File: config.mk
export PLATFORM = sky130hd
export DESIGN_NAME = skset_cell
export DESIGN_NICKNAME = d
export VERILOG_FILES = /design/src/skset_pkg.sv /design/src/skset_cell.sv
export SDC_FILE = /design/constraint.sdc
export NUM_CORES = 1
export LEC_CHECK = 0
export CAP_MARGIN = 25
export CORE_ASPECT_RATIO = 1.4
export CORE_MARGIN = 2
export CORE_UTILIZATION = 60
export DETAILED_ROUTE_END_ITERATION = 7
export DONT_BUFFER_PORTS = 1
export PLACE_DENSITY = 0.76
export SLEW_MARGIN = 10
export SYNTH_ARGS = -nofsm -noshare
export SYNTH_HDL_FRONTEND = slang
export SYNTH_SLANG_ARGS = --single-unit
File: constraint.sdc
create_clock -name clk -period 3.7 [get_ports clk]
set_clock_uncertainty 0.1 [all_clocks]
set_input_delay 0 -clock clk [delete_from_list [all_inputs] [get_ports clk]]
set_output_delay 0 -clock clk [all_outputs]
set_load 0.02 [all_outputs]
File: src/skset_pkg.sv
`default_nettype none
package skset_pkg;

  localparam int unsigned KEY_W   = 32;
  localparam int unsigned OP_W    = 2;
  localparam int unsigned COUNT_W = 7;
  localparam int unsigned IN_W    = 40;
  localparam int unsigned OUT_W   = 16;

  localparam logic [OP_W-1:0] OP_LOOKUP = 2'd0;
  localparam logic [OP_W-1:0] OP_INSERT = 2'd1;
  localparam logic [OP_W-1:0] OP_DELETE = 2'd2;

  typedef logic signed [KEY_W-1:0] key_t;

  typedef enum logic {
    ST_IDLE,
    ST_APPLY
  } ctl_state_t;

  typedef struct packed {
    logic ins;
    logic del;
  } cell_cmd_t;

endpackage
`default_nettype wire

File: src/skset_cell.sv
`default_nettype none
module skset_cell (
  input  wire                   clk,
  input  wire                   rst_n,
  input  wire                   cmp_en,
  input  skset_pkg::key_t       cmp_key,
  input  skset_pkg::cell_cmd_t  cmd,
  input  skset_pkg::key_t       ins_key,
  input  skset_pkg::key_t       lo_key,
  input  wire                   lo_valid,
  input  wire                   lo_lt,
  input  skset_pkg::key_t       hi_key,
  input  wire                   hi_valid,
  output skset_pkg::key_t       key_r,
  output logic                  valid_r,
  output logic                  lt_r,
  output logic                  eq_r
);
  import skset_pkg::*;

  key_t key_nxt;
  logic valid_nxt;
  logic lt_nxt;
  logic eq_nxt;

  always_comb begin
    key_nxt   = key_r;
    valid_nxt = valid_r;
    lt_nxt    = lt_r;
    eq_nxt    = eq_r;
    if (cmp_en) begin
      lt_nxt = valid_r && (key_r < cmp_key);
      eq_nxt = valid_r && (key_r == cmp_key);
    end
    // cells at or above the key position shift
    if (cmd.ins && !lt_r) begin
      if (lo_lt) begin
        key_nxt   = ins_key;
        valid_nxt = 1'b1;
      end else begin
        key_nxt   = lo_key;
        valid_nxt = lo_valid;
      end
    end else if (cmd.del && !lt_r) begin
      key_nxt   = hi_key;
      valid_nxt = hi_valid;
    end
  end

  always_ff @(posedge clk) begin
    if (!rst_n) begin
      valid_r <= 1'b0;
      lt_r    <= 1'b0;
      eq_r    <= 1'b0;
    end else begin
      valid_r <= valid_nxt;
      lt_r    <= lt_nxt;
      eq_r    <= eq_nxt;
    end
  end

  always_ff @(posedge clk) begin
    key_r <= key_nxt;
  end

endmodule
`default_nettype wire

Word-level counts from Yosys, hierarchy flattened

Cells that the tools add are included.

Magnitude comparators: 1
Equality and inequality tests: 1
Mux-type cells: 6
Reduce and logical (&&, ||, !) cells: 6

Operator list:

| operator            | count |
|---|---|
| $mux W32            | 3 |
| $eq A32 B32 Y1      | 1 |
| $lt A32 B32 Y1      | 1 |
| $logic_and A1 B1 Y1 | 4 |
| $mux W1             | 3 |
| $reduce_bool A2 Y1  | 1 |
| $logic_not A1 Y1    | 1 |

Bits in registers: 35
Output and inout port bits: 35

Longest topological paths before layout

Gate-level depths: netlist of the first run.

Word-level depth: 4
Depth in mapped cells: 8
Depth with buffers taken out: 8

Worst setup path before layout of the first run

Ideal clock, no wire load.

Path kind: flip-flop to flip-flop
Start: register lt_r
End: register valid_r
Data arrival time: 2.267 ns
Required time: 3.526 ns
Slack: 1.260 ns
Cell stages (with the launch flop): 4
Buffers on the path: 0
Clock period less this slack: 2.440 ns
Cell sequence: dfxtp_1 > nor2_1 > o311ai_1 > a21boi_1

Longest elaborated chain between the ends: 3
Elaborated cells between the ends (all ways): 5
Classes of those cells: mux (1); reduce/logical (4)

Ends and longest elaborated chain:

| item                                          | RTL line                           | source |
|---|---|---|
| from (decl)                                   | skset_cell.sv:16                   | `output logic lt_r,` |
| from (signal assigned)                        | skset_cell.sv:57                   | `lt_r <= lt_nxt;` |
| $logic_not A1 Y1 (*)                          | skset_cell.sv:36, skset_cell.sv:44 |  |
| $logic_and A1 B1 Y1, on equally long branches | skset_cell.sv:36, skset_cell.sv:44 |  |
| $mux W1 or $reduce_bool A2 Y1 (tied branches) | -                                  |  |
| to (signal assigned)                          | skset_cell.sv:56                   | `valid_r <= valid_nxt;` |
| to (decl)                                     | skset_cell.sv:15                   | `output logic valid_r,` |

Mark *: on every way between the ends. The rest lies on a longest branch, timed or not.
A chain may end at the register's enable or synchronous reset.

Worst setup path after layout of the first run

Start: register key_r[5]
End: register lt_r

Longest elaborated chain between the ends: 2

Ends and longest elaborated chain:

| item                   | RTL line         | source |
|---|---|---|
| from (decl)            | skset_cell.sv:14 | `output skset_pkg::key_t key_r,` |
| from (signal assigned) | skset_cell.sv:63 | `key_r <= key_nxt;` |
| $lt A32 B32 Y1         | skset_cell.sv:32 | `lt_nxt = valid_r && (key_r < cmp_key);` |
| $logic_and A1 B1 Y1    | skset_cell.sv:32 |  |

Every way passes these cells.

==> impl_metrics.env, run 1 <==
export IMPL_postSynth_asyncResetShare_pct=0
export IMPL_final_setup_viol_count=0
export IMPL_worst_skew_pair_latency_ps=280
export IMPL_critical_path_reg2reg_startpoint="key_r[5]$_DFFE_PP_"
export IMPL_register_area_um2=1020
export IMPL_critical_path_class="flop to flop"
export IMPL_critical_path_max_stage_delay_ps=500
export IMPL_syn_instance_count=273
export IMPL_drc=0
export IMPL_count_of_clock_tree_sinks=35
export IMPL_n_antenna_cell=0
export IMPL_worstHoldEndpoint="lt_r$_SDFFE_PN0P_"
export IMPL_post_cts_repair_setup_buffers=0
export IMPL_slew_limit_headroom_pct=38.1
export IMPL_worst_path_max_fanout=2
export IMPL_min_delay_path_depth=6
export IMPL_max_cap_viol_count=0
export IMPL_finalHoldViolCount=0
export IMPL_min_from="cmp_key[31]"
export IMPL_critPathArrivalTime_ps=2590
export IMPL_fin_crit_sh_pct=66.6
export IMPL_setup_worst_path_end_class="flop"
export IMPL_p_leak_nw=1.55
export IMPL_rr_endpoint="lt_r$_SDFFE_PN0P_"
export IMPL_outcome="finished clean"
export IMPL_final_setup_tns_ps=0
export IMPL_area_of_the_multi_input_gates_um2=1390
export IMPL_cts_hold_buffers_added=67
export IMPL_die_height_um=81.3
export IMPL_swShare_pct=31.4
export IMPL_timing_max_transition_violations_final=0
export IMPL_final_setup_worst_slack_ps=1240
export IMPL_worstMarginPinSlew_ps=926
export IMPL_finalWeightedCongestion=0.770
export IMPL_dp_hpwl_mm=4.35
export IMPL_starting_drc_count_in_detailed_routing=64
export IMPL_num_io_pins=171
export IMPL_r2r_worst_path_cells=7
export IMPL_viasPerCell=5.80
export IMPL_finalWorstPathRequiredPeriod_ps=2460
export IMPL_num_vias=2216
export IMPL_drtAntennaViolNets=0
export IMPL_cts_buffer_depth=2
export IMPL_syn_mean_instance_area_um2=9.37
export IMPL_groute_usage_overall_pct=29.3
export IMPL_floorplan_die_area_um2=4810
export IMPL_setup_reg_to_reg_worst_slack_ps=1240
export IMPL_yosys_warnings=0
export IMPL_power_combinational_fraction_pct=26.2
export IMPL_ys_ff_latch=35
export IMPL_fmax_mhz=406
export IMPL_cts_htree_levels=2
export IMPL_die_width_um=59.2
export IMPL_crit_chain="ha_1, a21oi_1, o21ai_0, a221o_1, o31a_1, or4b_1, nand2_1"
export IMPL_postRouteWirelength_mm=7.01
export IMPL_worst_hold_path_type="primary input to flop"
export IMPL_cts_clk_slew_worst_paths_ps=70
export IMPL_detail_route_wl_per_cell_um=18.3
export IMPL_grt_max_degree=67
export IMPL_initial_utilization_pct=61.3
export IMPL_numPortBuffers=0
export IMPL_place_inst=307
export IMPL_p_seq_share_pct=50.2
export IMPL_worst_setup_path_start_kind="flop"
export IMPL_timing_critical_path_slowest_stage_cell="sky130_fd_sc_hd__or4b_1"
export IMPL_ys_dominant_reg_cell="sky130_fd_sc_hd__edfxtp_1"
export IMPL_cts_root_buffer="sky130_fd_sc_hd__clkbuf_8"
export IMPL_postSynthNetCount=441
export IMPL_synth_distinct_cells=30
export IMPL_power_net_switching_w=0.000370
export IMPL_peakVddDrop_v=0.000293
export IMPL_fp_row_count=28
export IMPL_cts_resized_gates=0
export IMPL_final_layout_size_suffix_gt1_share_pct=3.56
export IMPL_unrepaired_setup_endpoints_after_global_routing="false"
export IMPL_clkPwrFrac_pct=23.6
export IMPL_number_of_global_route_vias_before_repair=2391
export IMPL_initial_antenna_violation_count=0
export IMPL_nFillCells=272
export IMPL_post_layout_nonfiller_instances=382
export IMPL_area_growth_pct=31.4
export IMPL_cts_buffers_inserted=5
export IMPL_number_of_flops_mapped_to_enable_cells_by_yosys=32
export IMPL_netlist_area_before_placement_um2=2560
export IMPL_drtPass1Iterations=4
export IMPL_post_place_ws_ps=1260
export IMPL_tritoncts="built"
export IMPL_power_density_cell_area_nw_per_um2=351
export IMPL_power_internal_w=0.000808
export IMPL_grt_pass1_wl_mm=10.4
export IMPL_placeableCoreArea_um2=4170
export IMPL_critPathRequiredTime_ps=3830
export IMPL_synth_sequential_area_ratio_pct=39.9
export IMPL_layout_nets=505
export IMPL_global_route_overflow_total=0
## power groups by stage
stage	Clock [W]	Combinational, W	Sequential, W
detailed placement	0	0.000214	0.000600
global route	0.000298	0.000348	0.000596
finish	0.000278	0.000309	0.000592
CTS	0.000286	0.000297	0.000591
global placement	0	0.000205	0.000599
floorplan	0	0.000179	0.000588
## final cells by class
cell class	instances	share of cell area, %
well taps	45	1.68
clock inverters	1	0.149
flip-flops and latches	35	30.4
multi-input cells	195	41.2
repair buffers	68	20.6
inverters	32	3.57
clock buffers	6	2.46
## Yosys cell counts (all sizes together), types with 4 or more instances
cell / number / area [µm²]
a21oi: 14 / 73.8
nor2: 8 / 30.0
o21ai: 36 / 180
nand3: 5 / 25.0
nand4: 7 / 43.8
clkbuf: 7 / 26.3
inv: 32 / 120
mux2i: 32 / 320
ha: 32 / 400
edfxtp: 32 / 961
buf: 4 / 15.0
nand2: 42 / 158
## cell families after synthesis
kind of cell,share of synthesized area (%)
fa+ha+maj,15.7
buf+inv,6.31
flops,39.9
compound gates,13.5
mux,12.5
simple gates,12.1
## cells in the final DEF, fill, tap and decap left out, types with 2 or more instances in the layout
cell type                       instances
sky130_fd_sc_hd__mux2i_1               32
sky130_fd_sc_hd__o21ai_1               34
sky130_fd_sc_hd__dlygate4sd3_1         67
sky130_fd_sc_hd__a21boi_1               2
sky130_fd_sc_hd__clkbuf_8               6
sky130_fd_sc_hd__nor4_1                 2
sky130_fd_sc_hd__ha_1                  32
sky130_fd_sc_hd__o21ai_0                2
sky130_fd_sc_hd__edfxtp_1              32
sky130_fd_sc_hd__nand3_1                5
sky130_fd_sc_hd__nand2b_1               2
sky130_fd_sc_hd__nand4_1                7
sky130_fd_sc_hd__nand2_1               42
sky130_fd_sc_hd__a21oi_1               13
sky130_fd_sc_hd__nor2_1                 7
sky130_fd_sc_hd__dfxtp_1                3
sky130_fd_sc_hd__inv_1                 32
## worst max-delay path by stage
| stage | from | endpoint | slack [ps] | depth (start not counted) |
|---|---|---|---|---|
| 2_1_floorplan | lt_r$_SDFFE_PN0P_ | valid_r$_SDFFE_PN0P_ | 1260 | 3 |
| 3_3_place_gp | key_r[7]$_DFFE_PP_ | lt_r$_SDFFE_PN0P_ | 1290 | 7 |
| 3_5_place_dp | key_r[7]$_DFFE_PP_ | lt_r$_SDFFE_PN0P_ | 1260 | 7 |
| 4_1_cts | lt_r$_SDFFE_PN0P_ | key_r[10]$_DFFE_PP_ | 980 | 3 |
| 5_1_grt | key_r[14]$_DFFE_PP_ | lt_r$_SDFFE_PN0P_ | 1130 | 7 |
| 6_report | key_r[5]$_DFFE_PP_ | lt_r$_SDFFE_PN0P_ | 1240 | 7 |
## state kept, by name, summed over array words and instances, names as in the netlist
name and flops:
key_r 32, eq_r 1, valid_r 1, lt_r 1
## per-layer routing
metal / up-vias / part of all wire, % / track usage [%]
li1: 1100 / - / -
met1: 986 / 34 / 29.6
met2: 118 / 56 / 55.8
met3: 12 / 7.8 / 7.48
met4: 0 / 2.2 / 11.6
met5: - / 0 / 0
## per-stage QoR
step                      hold slack (ps)  total power, W  util [%]  area [µm²]
final                                 124         0.00118      80.6        3360
after global routing                  161         0.00124      80.6        3360
after CTS                             122         0.00117      80.1        3340
after detailed placement             63.2        0.000815      61.9        2580
after global placement               57.8        0.000804      61.9        2580
after floorplan                      53.1        0.000767         -        2560
## critical path, delay by kind of cell, from the launching register on
kind | cells | cell delay, ps
and+or+nand+nor | 2 | 570
DFF | 1 | 490
adders and majority gates | 1 | 340
AOI/OAI and AO/OA | 4 | 910
(Power assumes the default switching activity.)
==> run 2: changes to the inputs <==
ABC_AREA = 1   (was default)
CORE_UTILIZATION = 58   (was 60)
clock period = 2.1 ns   (was 3.7 ns; I/O delays follow)
==> impl_metrics.env, run 2 <==
export IMPL_outcome="finished clean"
export IMPL_die_height_um=83.4
export IMPL_starting_drc_count_in_detailed_routing=121
export IMPL_synth_cells_most_frequent="sky130_fd_sc_hd__nand2_1 (66), sky130_fd_sc_hd__o21ai_0 (54), sky130_fd_sc_hd__inv_1 (46)"
export IMPL_grt_max_degree=35
export IMPL_placedInstanceArea_um2=2910
export IMPL_synth_most_common_cell="sky130_fd_sc_hd__nand2_1"
export IMPL_fp_row_count=28
export IMPL_numPortBuffers=0
export IMPL_mostFrequentLayoutCell="sky130_fd_sc_hd__dlygate4sd3_1"
export IMPL_worst_setup_path_start_kind="flop"
export IMPL_post_synth_top_area_fraction_pct=36.8
export IMPL_crit_path_start="lt_r$_SDFFE_PN0P_"
export IMPL_initial_antenna_violation_count=0
export IMPL_finalWeightedCongestion=0.886
export IMPL_worstMarginPinSlew_ps=760
export IMPL_final_layout_size_suffix_gt1_share_pct=11.8
export IMPL_worst_hold_path_type="primary input to flop"
export IMPL_fin_crit_sh_pct=98.6
export IMPL_postSynth_asyncResetShare_pct=0
export IMPL_endpoint="key_r[12]$_DFFE_PP_"
export IMPL_num_vias=2851
export IMPL_cts_root_buffer="sky130_fd_sc_hd__clkbuf_8"
export IMPL_ys_ff_latch=35
export IMPL_syn_mean_instance_area_um2=7.79
export IMPL_synth_distinct_cells=23
export IMPL_grt_pass1_wl_mm=13.3
export IMPL_syn_instance_count=335
export IMPL_netlist_area_before_placement_um2=2610
export IMPL_number_of_flops_mapped_to_enable_cells_by_yosys=32
export IMPL_cts_buffers_inserted=5
export IMPL_critPathRequiredTime_ps=2160
export IMPL_setup_worst_path_end_class="flop"
export IMPL_largest_reg_flops=32
export IMPL_rr_endpoint="key_r[12]$_DFFE_PP_"
export IMPL_worst_path_max_fanout=33
export IMPL_count_of_clock_tree_sinks=35
export IMPL_n_antenna_cell=0
export IMPL_post_layout_nonfiller_instances=493
export IMPL_unrepaired_setup_endpoints_after_global_routing="false"
export IMPL_critPathArrivalTime_ps=2130
export IMPL_power_density_cell_area_nw_per_um2=605
export IMPL_placeableCoreArea_um2=4270
export IMPL_finalWorstPathRequiredPeriod_ps=2070
export IMPL_layout_common_cells="sky130_fd_sc_hd__dlygate4sd3_1 (68), sky130_fd_sc_hd__nand2_1 (66), sky130_fd_sc_hd__o21ai_0 (54)"
export IMPL_viasPerCell=5.78
export IMPL_tritoncts="built"
export IMPL_postSynthNetCount=503
export IMPL_holdWs_ps=76.2
export IMPL_peakVddDrop_v=0.000563
export IMPL_layout_nets=600
export IMPL_drtPass1Iterations=5
export IMPL_final_setup_tns_ps=0
export IMPL_postRouteWirelength_mm=8.76
export IMPL_cts_resized_gates=0
export IMPL_place_inst=417
export IMPL_floorplan_die_area_um2=5060
export IMPL_regMostFlops="key_r"
export IMPL_yosys_warnings=0
export IMPL_slew_limit_headroom_pct=49.3
export IMPL_number_of_global_route_vias_before_repair=2963
export IMPL_cts_htree_levels=2
export IMPL_critical_path_class="flop to flop"
export IMPL_postLayoutCellArea_um2=3680
export IMPL_groute_usage_overall_pct=35.4
export IMPL_detail_route_wl_per_cell_um=17.8
export IMPL_synth_area_top_cells="sky130_fd_sc_hd__edfxtp_1 (37%), sky130_fd_sc_hd__ha_1 (15%), sky130_fd_sc_hd__o21ai_0 (10%)"
export IMPL_biggest_area_consumer_among_synthesized_cells="sky130_fd_sc_hd__edfxtp_1"
export IMPL_drtAntennaViolNets=0
export IMPL_global_route_overflow_total=0
export IMPL_fmax_mhz=483
export IMPL_r2r_worst_path_cells=5
export IMPL_dp_hpwl_mm=5.22
export IMPL_worst_skew_pair_latency_ps=290
export IMPL_timing_max_transition_violations_final=0
export IMPL_final_setup_viol_count=0
export IMPL_drc=0
export IMPL_die_width_um=60.7
export IMPL_initial_utilization_pct=61.0
export IMPL_setup_reg_to_reg_worst_slack_ps=30
export IMPL_num_io_pins=171
export IMPL_cts_buffer_depth=2
export IMPL_synth_sequential_area_ratio_pct=39.1
export IMPL_ys_dominant_reg_cell="sky130_fd_sc_hd__edfxtp_1"
export IMPL_max_cap_viol_count=0
export IMPL_critical_path_reg2reg_startpoint="lt_r$_SDFFE_PN0P_"
export IMPL_cts_clk_slew_worst_paths_ps=70
export IMPL_p_leak_nw=1.74
export IMPL_finalHoldViolCount=0
export IMPL_area_growth_pct=40.9
==> run 2: through the flow <==
| step | setup WS, ps | power [W] | utilization [%] |
|---|---|---|---|
| after floorplan | 283 | 0.00136 | - |
| after detailed placement | 276 | 0.00157 | 68.2 |
| final | 29.0 | 0.00222 | 86.0 |
| after global placement | 293 | 0.00154 | 68.2 |
| after CTS | 188 | 0.00218 | 86.0 |
| after global routing | 2.68 | 0.00233 | 86.0 |
==> run 2: report_power, final <==
| group | switching (W) | total [W] | leakage, nW | internal, W |
|---|---|---|---|---|
| Clock | 0.000246 | 0.000479 | 0.0422 | 0.000233 |
| Sequential | 0.0000734 | 0.000942 | 0.353 | 0.000869 |
| Combinational | 0.000427 | 0.000803 | 1.35 | 0.000375 |
==> run 2: per-layer routing <==
metal	routed length (µm)	track usage (%)	up-vias
li1	-	-	1309
met3	690	8.26	57
met4	509	19.8	0
met1	3070	35.4	1283
met5	0	0	-
met2	4490	63.1	202
==> run 2: worst min path at each step <==
| stage | endpoint | cells after the start | slack [ps] | startpoint |
|---|---|---|---|---|
| detailed placement | lt_r$_SDFFE_PN0P_ | 2 | 60 | rst_n |
| finish | lt_r$_SDFFE_PN0P_ | 5 | 80 | cmp_key[31] |
| global route | lt_r$_SDFFE_PN0P_ | 5 | 100 | cmp_key[31] |
| floorplan | valid_r$_SDFFE_PN0P_ | 2 | 40 | rst_n |
| CTS | lt_r$_SDFFE_PN0P_ | 5 | 70 | cmp_key[31] |
| global placement | lt_r$_SDFFE_PN0P_ | 2 | 50 | rst_n |
==> run 2: cell families after synthesis <==
group,share of synthesized area [%]
AO/OA/AOI/OAI,17.9
AND/OR/NAND/NOR,19.1
flip-flops,39.1
adder cells (fa/ha/maj),15.3
buffers and inverters,8.49
==> run 2: what timing repair did <==
item	CTS	global route
endpoints found under the hold margin	35	0
hold buffers	68	0
buffers inserted	0	0
==> run 2: final cells by class <==
type | instances | area, µm²
inverters | 47 | 176
fillers | 242 | 598
well taps | 60 | 75.1
clock buffers | 7 | 76.3
clock inverters | 1 | 5.00
repair buffers | 102 | 948
flip-flops and latches | 35 | 1020
multi-input cells | 241 | 1370
==> run 2: worst max-delay path, stage by stage, from the launching register on <==
cell	delay, ps
sky130_fd_sc_hd__dfxtp_1	320
sky130_fd_sc_hd__nor2_2	120
sky130_fd_sc_hd__buf_4	310
sky130_fd_sc_hd__o21ai_0	180
sky130_fd_sc_hd__o21ai_0	280
sky130_fd_sc_hd__dlygate4sd3_1	620
==> run 3: changes to the inputs <==
CORE_UTILIZATION = 46   (was 58)
PLACE_DENSITY = default   (was 0.76)
==> impl_metrics.env, run 3 (synthesized netlist as in run 2, its figures left out) <==
export IMPL_outcome="finished clean"
export IMPL_slew_limit_headroom_pct=77.6
export IMPL_p_seq_share_pct=42.2
export IMPL_number_of_global_route_vias_before_repair=2598
export IMPL_initial_utilization_pct=47.6
export IMPL_critical_path_max_stage_delay_ps=570
export IMPL_setup_worst_path_end_class="flop"
export IMPL_critPathRequiredTime_ps=2040
export IMPL_num_vias=2638
export IMPL_p_total_w=0.00219
export IMPL_finalWeightedCongestion=0.873
export IMPL_count_of_clock_tree_sinks=35
export IMPL_n_antenna_cell=0
export IMPL_clkPwrFrac_pct=21.9
export IMPL_worst_path_max_fanout=20
export IMPL_layout_nets=603
export IMPL_final_setup_viol_count=0
export IMPL_numPortBuffers=0
export IMPL_timing_critical_path_slowest_stage_cell="sky130_fd_sc_hd__dlygate4sd3_1"
export IMPL_drc=0
export IMPL_placedInstanceArea_um2=2930
export IMPL_final_layout_size_suffix_gt1_share_pct=12.6
export IMPL_viasPerCell=5.23
export IMPL_groute_usage_overall_pct=24.0
export IMPL_max_cap_viol_count=0
export IMPL_power_internal_w=0.00148
export IMPL_cts_buffers_inserted=5
export IMPL_fmax_mhz=509
export IMPL_p_leak_nw=1.76
export IMPL_starting_drc_count_in_detailed_routing=57
export IMPL_critical_path_reg2reg_startpoint="lt_r$_SDFFE_PN0P_"
export IMPL_cts_root_buffer="sky130_fd_sc_hd__clkbuf_8"
export IMPL_critical_path_class="flop to flop"
export IMPL_worstMarginPinSlew_ps=336
export IMPL_detail_route_wl_per_cell_um=15.2
export IMPL_initial_antenna_violation_count=0
export IMPL_dp_hpwl_mm=5.21
export IMPL_cts_clk_slew_worst_paths_ps=70
export IMPL_grt_max_degree=35
export IMPL_drtPass1Iterations=6
export IMPL_floorplan_die_area_um2=6300
export IMPL_timing_max_transition_violations_final=0
export IMPL_r2r_worst_path_cells=7
export IMPL_swShare_pct=32.6
export IMPL_global_route_overflow_total=0
export IMPL_min_from="lo_key[31]"
export IMPL_crit_chain="nor2_4, buf_6, inv_1, buf_4, nand2_1, o21ai_0, dlygate4sd3_1"
export IMPL_worstHoldEndpoint="key_r[31]$_DFFE_PP_"
export IMPL_power_density_cell_area_nw_per_um2=592
export IMPL_post_cts_repair_setup_buffers=0
export IMPL_postLayoutCellArea_um2=3700
export IMPL_area_growth_pct=42.0
export IMPL_grt_pass1_wl_mm=11.3
export IMPL_cts_buffer_depth=2
export IMPL_worst_hold_path_type="primary input to flop"
export IMPL_min_delay_path_depth=2
export IMPL_die_height_um=93.1
export IMPL_unrepaired_setup_endpoints_after_global_routing="false"
export IMPL_finalHoldViolCount=0
export IMPL_power_net_switching_w=0.000715
export IMPL_critical_path_buf_inv_count=4
export IMPL_setup_reg_to_reg_worst_slack_ps=140
export IMPL_power_combinational_fraction_pct=35.9
export IMPL_layout_common_cells="sky130_fd_sc_hd__dlygate4sd3_1 (67), sky130_fd_sc_hd__nand2_1 (66), sky130_fd_sc_hd__o21ai_0 (54)"
export IMPL_tritoncts="built"
export IMPL_mostFrequentLayoutCell="sky130_fd_sc_hd__dlygate4sd3_1"
export IMPL_drtAntennaViolNets=0
export IMPL_cts_htree_levels=2
export IMPL_fp_row_count=32
export IMPL_num_io_pins=171
export IMPL_regMostFlops="key_r"
export IMPL_largest_delay_share_family_worst_path="buffers and inverters"
export IMPL_worst_skew_pair_latency_ps=280
export IMPL_placeableCoreArea_um2=5490
export IMPL_peakVddDrop_v=0.000497
export IMPL_worst_setup_path_start_kind="flop"
export IMPL_finalWorstPathRequiredPeriod_ps=1960
export IMPL_die_width_um=67.6
export IMPL_fin_crit_sh_pct=93.5
export IMPL_rr_endpoint="key_r[7]$_DFFE_PP_"
export IMPL_critPathArrivalTime_ps=1900
export IMPL_final_setup_tns_ps=0
export IMPL_largest_reg_flops=32
export IMPL_postRouteWirelength_mm=7.68
-- run 3: layer usage --
layer | vias up | part of all wire [%] | track usage, %
met5 | - | 0 | 0
met4 | 0 | 1.6 | 7.48
met3 | 10 | 7.5 | 5.78
met2 | 131 | 55 | 46.1
met1 | 1181 | 36 | 24.2
li1 | 1316 | - | -
-- run 3: worst max path at each step --
stage	slack [ps]	from	cells after the start	end
after floorplan	280	lt_r$_SDFFE_PN0P_	1	key_r[0]$_DFFE_PP_
after global placement	300	key_r[31]$_DFFE_PP_	10	lt_r$_SDFFE_PN0P_
after detailed placement	230	key_r[31]$_DFFE_PP_	9	lt_r$_SDFFE_PN0P_
after CTS	60	lt_r$_SDFFE_PN0P_	7	key_r[6]$_DFFE_PP_
after global routing	10	lt_r$_SDFFE_PN0P_	7	key_r[12]$_DFFE_PP_
final	140	lt_r$_SDFFE_PN0P_	7	key_r[7]$_DFFE_PP_
-- run 3: power groups by stage --
stage          registers [W]  clock network (W)  logic (W)
3_3_place_gp        0.000935                  0   0.000626
4_1_cts             0.000925           0.000489   0.000777
3_5_place_dp        0.000940                  0   0.000635
2_1_floorplan        0.00103                  0   0.000332
6_report            0.000925           0.000480   0.000788
5_1_grt             0.000935           0.000520   0.000886
-- run 3: what timing repair did --
| action | in CTS | in global routing |
|---|---|---|
| hold buffers | 66 | 1 |
| hold endpoints to repair | 35 | 1 |
| endpoints found under the setup margin | 0 | 32 |
| resized for setup | 0 | 3 |
-- run 3: per-stage QoR --
stage	util [%]	hold slack, ps	cells	setup WS (ps)
2_1_floorplan	-	38.3	335	283
3_3_place_gp	53.5	44.4	428	299
3_5_place_dp	53.5	51.6	428	234
4_1_cts	67.0	1.71	502	57.2
5_1_grt	67.5	10.3	504	13.8
6_report	67.5	28.2	504	137
-- run 3: cell type report --
| class | instances | area [µm²] |
|---|---|---|
| clock inverters | 1 | 5.00 |
| fillers | 440 | 1780 |
| well taps | 68 | 85.1 |
| repair buffers | 105 | 961 |
| inverters | 47 | 176 |
| multi-input cells | 241 | 1380 |
| flip-flops and latches | 35 | 1020 |
| clock buffers | 7 | 76.3 |
